--- src/apf_pkg.sv ---
// ----------------------------------------------------------------------------
// apf_pkg
// Shared types and constants for the articulation point finder.
// ----------------------------------------------------------------------------
package apf_pkg;

  localparam int unsigned VtxW     = 6;
  localparam int unsigned CfgW     = 7;
  localparam int unsigned MaxNodes = 64;

  localparam logic OP_ADD = 1'b0;
  localparam logic OP_RUN = 1'b1;

  localparam logic [0:0] REG_NODE_COUNT = 1'b0;

  typedef struct packed {
    logic            opcode;
    logic [VtxW-1:0] end_a;
    logic [VtxW-1:0] end_b;
  } in_item_t;

  typedef struct packed {
    logic [VtxW-1:0] vertex;
    logic            found;
    logic            last;
    logic            overflow;
  } out_item_t;

  // controller -> datapath commands
  typedef enum logic [3:0] {
    CMD_NOP,
    CMD_ADD,
    CMD_INIT,
    CMD_ROOT,
    CMD_EDGE,
    CMD_BACK,
    CMD_POP,
    CMD_RESTORE,
    CMD_PARENT,
    CMD_EMIT,
    CMD_DONE
  } cmd_e;

  typedef struct packed {
    logic root_free;    // current root vertex is unvisited
    logic root_end;     // root scan past last vertex
    logic stack_empty;
    logic top_root;     // only the root frame is on the stack
    logic cur_more;     // top cursor below edge total
    logic edge_back;    // fetched edge leads to a visited vertex
    logic emit_end;     // emit scan past last vertex
    logic emit_hit;     // current emit vertex is marked
  } apf_status_t;

endpackage

--- src/apf_ctrl.sv ---
// ----------------------------------------------------------------------------
// apf_ctrl
// Sequencer for edge loading, the depth-first walk and result emission.
// ----------------------------------------------------------------------------
module apf_ctrl
  import apf_pkg::*;
(
  input  logic        clk_i,
  input  logic        rst_ni,
  input  logic        in_valid_i,
  output logic        in_stall_o,
  input  logic        opcode_i,
  output logic        out_valid_o,
  input  logic        out_stall_i,
  input  apf_status_t status_i,
  input  logic        out_last_i,
  output cmd_e        cmd_o
);

  localparam logic [2:0] S_IDLE    = 3'd0;
  localparam logic [2:0] S_ROOT    = 3'd1;
  localparam logic [2:0] S_WALK    = 3'd2;
  localparam logic [2:0] S_EDGE    = 3'd3;
  localparam logic [2:0] S_EMIT    = 3'd4;
  localparam logic [2:0] S_BACK    = 3'd5;
  localparam logic [2:0] S_RESTORE = 3'd6;
  localparam logic [2:0] S_PARENT  = 3'd7;

  logic [2:0] state_q, state_d;

  assign in_stall_o = state_q != S_IDLE;

  always_comb begin
    state_d = state_q;
    cmd_o = CMD_NOP;
    out_valid_o = 1'b0;
    case (state_q)
      S_IDLE: begin
        if (in_valid_i) begin
          if (opcode_i == OP_ADD) begin
            cmd_o = CMD_ADD;
          end else begin
            cmd_o = CMD_INIT;
            state_d = S_ROOT;
          end
        end
      end
      S_ROOT: begin
        if (status_i.root_end) begin
          state_d = S_EMIT;
        end else begin
          cmd_o = CMD_ROOT;
          if (status_i.root_free) state_d = S_WALK;
        end
      end
      S_WALK: begin
        if (status_i.stack_empty) begin
          state_d = S_ROOT;
        end else if (status_i.cur_more) begin
          state_d = S_EDGE;
        end else begin
          cmd_o = CMD_POP;
          if (!status_i.top_root) state_d = S_RESTORE;
        end
      end
      S_EDGE: begin
        cmd_o = CMD_EDGE;
        state_d = status_i.edge_back ? S_BACK : S_WALK;
      end
      S_BACK: begin
        cmd_o = CMD_BACK;
        state_d = S_WALK;
      end
      S_RESTORE: begin
        cmd_o = CMD_RESTORE;
        state_d = S_PARENT;
      end
      S_PARENT: begin
        cmd_o = CMD_PARENT;
        state_d = S_WALK;
      end
      S_EMIT: begin
        if (status_i.emit_end) begin
          out_valid_o = 1'b1;
          if (!out_stall_i) begin
            cmd_o = CMD_DONE;
            state_d = S_IDLE;
          end
        end else if (status_i.emit_hit) begin
          out_valid_o = 1'b1;
          if (!out_stall_i) begin
            if (out_last_i) begin
              cmd_o = CMD_DONE;
              state_d = S_IDLE;
            end else begin
              cmd_o = CMD_EMIT;
            end
          end
        end else begin
          cmd_o = CMD_EMIT;
        end
      end
      default: state_d = S_IDLE;
    endcase
  end

  always_ff @(posedge clk_i or negedge rst_ni) begin
    if (!rst_ni) begin
      state_q <= S_IDLE;
    end else begin
      state_q <= state_d;
    end
  end

endmodule

--- config.mk ---
export PLATFORM = sky130hd
export DESIGN_NAME = apf_ctrl
export DESIGN_NICKNAME = d
export VERILOG_FILES = /design/src/apf_pkg.sv /design/src/apf_ctrl.sv
export SDC_FILE = /design/constraint.sdc
export NUM_CORES = 1
export LEC_CHECK = 0
export BUFFER_PORTS_ARGS = -buffer_cell sky130_fd_sc_hd__buf_2
export CAP_MARGIN = 30
export CELL_PAD_IN_SITES_DETAIL_PLACEMENT = 0
export CELL_PAD_IN_SITES_GLOBAL_PLACEMENT = 2
export CORE_MARGIN = 4
export CORE_UTILIZATION = 23
export DETAILED_ROUTE_END_ITERATION = 8
export HOLD_SLACK_MARGIN = 0.1
export PLACE_DENSITY_LB_ADDON = 0.1
export SLEW_MARGIN = 10
export SYNTH_ARGS = -nofsm -noshare
export SYNTH_HDL_FRONTEND = slang
export SYNTH_SLANG_ARGS = --single-unit
--- constraint.sdc ---
create_clock -name clk_i -period 5.3 [get_ports clk_i]
set_clock_uncertainty 0.2 [all_clocks]
set_input_delay 1.06 -clock clk_i [delete_from_list [all_inputs] [get_ports clk_i]]
set_output_delay 1.06 -clock clk_i [all_outputs]
set_load 0.02 [all_outputs]
======== Word level (Yosys, flattened, before mapping) ========
Cells that the tools add are included.
word-level totals
  register bits after elaboration ......... 3
  input bits .............................. 14
  output and inout bits ................... 6
  word-level logic and storage cells ...... 48
cells by class
  eq/ne operators ......................... 15
  multiplexer cells ....................... 28
  reductions and logical operators ........ 4
operators by type and width
  cell                                                  number
  2-to-1 mux 3 bit                                      15
  case mux 4 bit (8 select lines)                       1
  case mux 3 bit (7 select lines)                       1
  2-to-1 mux 4 bit                                      4
  != test 3 bit (second input constant)                 5
  equality test 3 bit (second input constant)           4
  2-to-1 mux 2 bit                                      4
  AND reduction 8 bit                                   1
  equality test 3 x 2 -> 1 bit (second input constant)  2
  != test 2 bit (second input constant)                 2
  != test 4 bit (second input constant)                 1
  equality test 3 x 1 -> 1 bit (second input constant)  1
  zero test 3 bit                                       1
  2-to-1 mux 1 bit                                      3
  nonzero test 3 bit                                    1
  OR reduction 2 bit                                    1

======== Logic depth before layout (Yosys ltp) ========
  depth after elaboration ................. 5
  mapped depth ............................ 5
  gate-level depth less buffers ........... 4

======== Worst setup path before layout ========
OpenSTA, ideal clock, no wires.
  path type ............................... input -> output
  start ................................... input status_i[3] (netlist bit)
  end ..................................... output cmd_o[2]
  arrival time ............................ 1.989 ns
  required time ........................... 4.040 ns
  slack ................................... 2.051 ns
  cell stages on the path ................. 4
  buffers on the path ..................... 0
  path through ............................ nor2_1 -> nor2_1 -> or3_1 -> a21oi_1
on the way
  word-level cells in the longest chain between the ends .. 3
RTL lines
  what                             line            text
  from (decl)                      apf_ctrl.sv:15  input apf_status_t status_i,
  2-to-1 mux 3 bit                 apf_ctrl.sv:59  end else if (status_i.cur_more) begin
  2-to-1 mux 3 bit                 apf_ctrl.sv:57  if (status_i.stack_empty) begin
  case mux 4 bit (8 select lines)  apf_ctrl.sv:37  case (state_q)
  to (decl)                        apf_ctrl.sv:17  output cmd_e cmd_o
Every way passes these cells.

======== Worst setup path in the final report ========
  start ................................... input status_i[3] (netlist bit)
  end ..................................... output cmd_o[1]
Same word-level chain as after synthesis.

==> run metrics <==
postcts setup bufs=0; First DRT Iteration DRCs=6; Via Count=475; Worst-Margin Slew=0.4985 ns; worst-path fanout max=5; drt via density=4.657; syn avg cell area=7.244 um^2; RD Place Congestion=0.7679; Critical Path Start=status_i[3]; ratio of final minimum period to clock period=64.35%; leading post-synthesis cells by cell area=dfrtp_1, nor2_1, a21oi_1; Top FF cell, synth=dfrtp_1; cts-stage hold buffer count=0; unrepaired setup endpoints after global routing=no; DR pass1 iterations=4; cell taking the most area after synthesis=dfrtp_1; capture point of the critical path=cmd_o[1]; first-pass GRT wire length=1.863 mm; initial core utilization=24.18%; H-tree Lvls=1; DP Wirelength=875.5 um; clk_lat worst skew=0.23 ns; root buffer cell=clkbuf_4; # DRC=0; Antenna Nets Post-Route=0; Setup crit start kind=input pin; Post-synth EDFFs=0; largest family of logic cells by synthesized area=compound AO/OA/AOI/OAI gates; crit path kind=input pin to output port; Clock transition at path regs=0.04 ns; I/O Buffers=19; Tmin final=3.411 ns; reg2reg start=state_q[1]; Post-Synthesis Cells=57; DIE AREA=0.002537 mm^2; post-synthesis simple-gate area fraction=30.61%; Yosys cell types=31; Worst slew margin=66.76%; PwrDens=522.8 mW/mm^2; number of setup violations in the final report=0; Post-Route WL=1.087 mm; Post-Syn Area=412.9 um^2; Post-CTS Resized=0; critical path arrival=2.15 ns; Layout fillers=198; wire per inst=10.66 um; Synth Area in Adders=0%; Die Wd=50.37 um; register area=75.07 um^2; vias in the first global route=445; core footprint=0.001708 mm^2; Pleak=0.2535 nW; maximum VDD drop=154.4 uV; Total GRT Usage=9.141%; outcome=finished, final reports clean; synth cell count leaders=nor2_1, nand2_1, a21oi_1, inv_1, o21ai_0; Area Growth Syn to Fin=33.03%; asr flop ratio synth=100.0%; count leader, synth=nor2_1; complex-gate fraction of the synthesized area=43.64%; final hold slack=0.4135 ns; Synth Register Bits=3; Rows=15; post-layout util=32.16%; CP endpoint kind=output port; mux contribution to synthesized area=0%; XOR/XNOR Fraction of Synth Area=0%; Final Hold Vio Count=0; Die H=50.37 um; Crit path required time=4.04 ns; share of cells above drive strength 1=37.66%; Seq/Total Area, Yosys=18.18%; # diodes=0; io pins=20; top flop regs=state_q: 3 flops; total CTS buffers=3; max FFs per register=3; Longest Clk Path Bufs=2; Final Net Count=92; Reg2Reg Setup Slack=3.46 ns; CTS tree=built; Slew Viols, Final=0; yosys warns=0; register bank with the most flops=state_q; worst reg2reg path depth=4; Fin Setup TNS=0 ns; initial antenna violation count=0; multi-input logic area=306.5 um^2; pin count of the biggest net entering global routing=16; reg2reg end=state_q[0]; post-synth top area share=18.18%; Max Clk Rate=293.2 MHz; syn_nets=71; max-cap violations=0; Sinks on Clock Net=3; Worst Hold Class=input pin to asynchronous set/reset pin; Congestion Overflow GR=0
[where the power goes]
part,internal (mW),total [mW],switching (mW)
logic,0.0825,0.178,0.0952
registers,0.0323,0.0688,0.0365
clock network,0.0282,0.0406,0.0124
[worst max-delay path, cell delays in order]
cell      delay, ns
buf_2          0.09
nor2_1         0.25
o21bai_1       0.13
a221o_1        0.33
a21oi_2        0.11
buf_2          0.17
[worst min path at each step]
stage                     from         end  slack, ns
global placement    state_q[1]  state_q[1]       0.61
global route            rst_ni  state_q[2]       0.41
CTS                     rst_ni  state_q[2]       0.41
finish                  rst_ni  state_q[2]       0.41
floorplan           state_q[0]  state_q[2]       0.46
detailed placement  state_q[1]  state_q[1]       0.60
[per-stage QoR]
stage | power (mW) | instances | setup WS (ns) | instance area (um^2)
finish | 0.2872 | 102 | 1.889 | 549.3
global route | 0.3139 | 102 | 1.784 | 549.3
CTS | 0.2897 | 102 | 1.892 | 549.3
detailed placement | 0.2484 | 98 | 1.901 | 523.0
global placement | 0.2535 | 98 | 1.876 | 523.0
floorplan | 0.2039 | 57 | 2.051 | 412.9
[cells in the final DEF (no fill, tap or decap)]
| cell type | Yosys | routed |
|---|---|---|
| buf_2 | 1 | 19 |
| nor2_1 | 7 | 7 |
| nand2_1 | 6 | 6 |
| a21oi_1 | 5 | 5 |
| inv_1 | 4 | 4 |
| o21ai_0 | 4 | 4 |
| clkbuf_4 | 0 | 3 |
| dfrtp_1 | 3 | 3 |
| nor2b_1 | 2 | 2 |
| a21boi_0 | 2 | 2 |
| nand2b_1 | 2 | 2 |
| o21bai_1 | 1 | 1 |
| a221o_1 | 1 | 1 |
| nor2_4 | 1 | 1 |
| nand2_2 | 1 | 1 |
| or4_4 | 1 | 1 |
| or3_4 | 1 | 1 |
| a21oi_4 | 1 | 1 |
| a21oi_2 | 1 | 1 |
| a211o_1 | 1 | 1 |
| or3_1 | 1 | 1 |
| a22o_1 | 1 | 1 |
| o211ai_1 | 1 | 1 |
| a41oi_1 | 1 | 1 |
| nor4_1 | 1 | 1 |
| a31o_2 | 1 | 1 |
| a41o_1 | 1 | 1 |
| o22a_1 | 1 | 1 |
| o31ai_1 | 1 | 1 |
| o311ai_0 | 1 | 1 |
| clkbuf_1 | 1 | 1 |
[layer usage]
layer / routed length (um) / vias up / GRT usage (%) / share of wire [%]
met4: 0 / 0 / 2.691 / 0
met3: 54 / 0 / 2.374 / 5.0
met5: 0 / - / 0 / 0
met2: 472 / 12 / 14.57 / 43
li1: - / 251 / - / -
met1: 561 / 212 / 12.03 / 52
[logic make-up after synthesis]
group | count (synthesis)
and+or+nand+nor | 23
AOI/OAI and AO/OA | 24
buffers and inverters | 7
DFF | 3
[final cells by class]
cell class,instances,share of cell area [%]
sequential,3,13.67
inverter,4,2.733
multi-input combinational,47,55.81
timing repair buffer,19,17.31
clock buffer,4,4.784
tap,25,5.695
No activity file was read; power rests on OpenSTA's default activity.
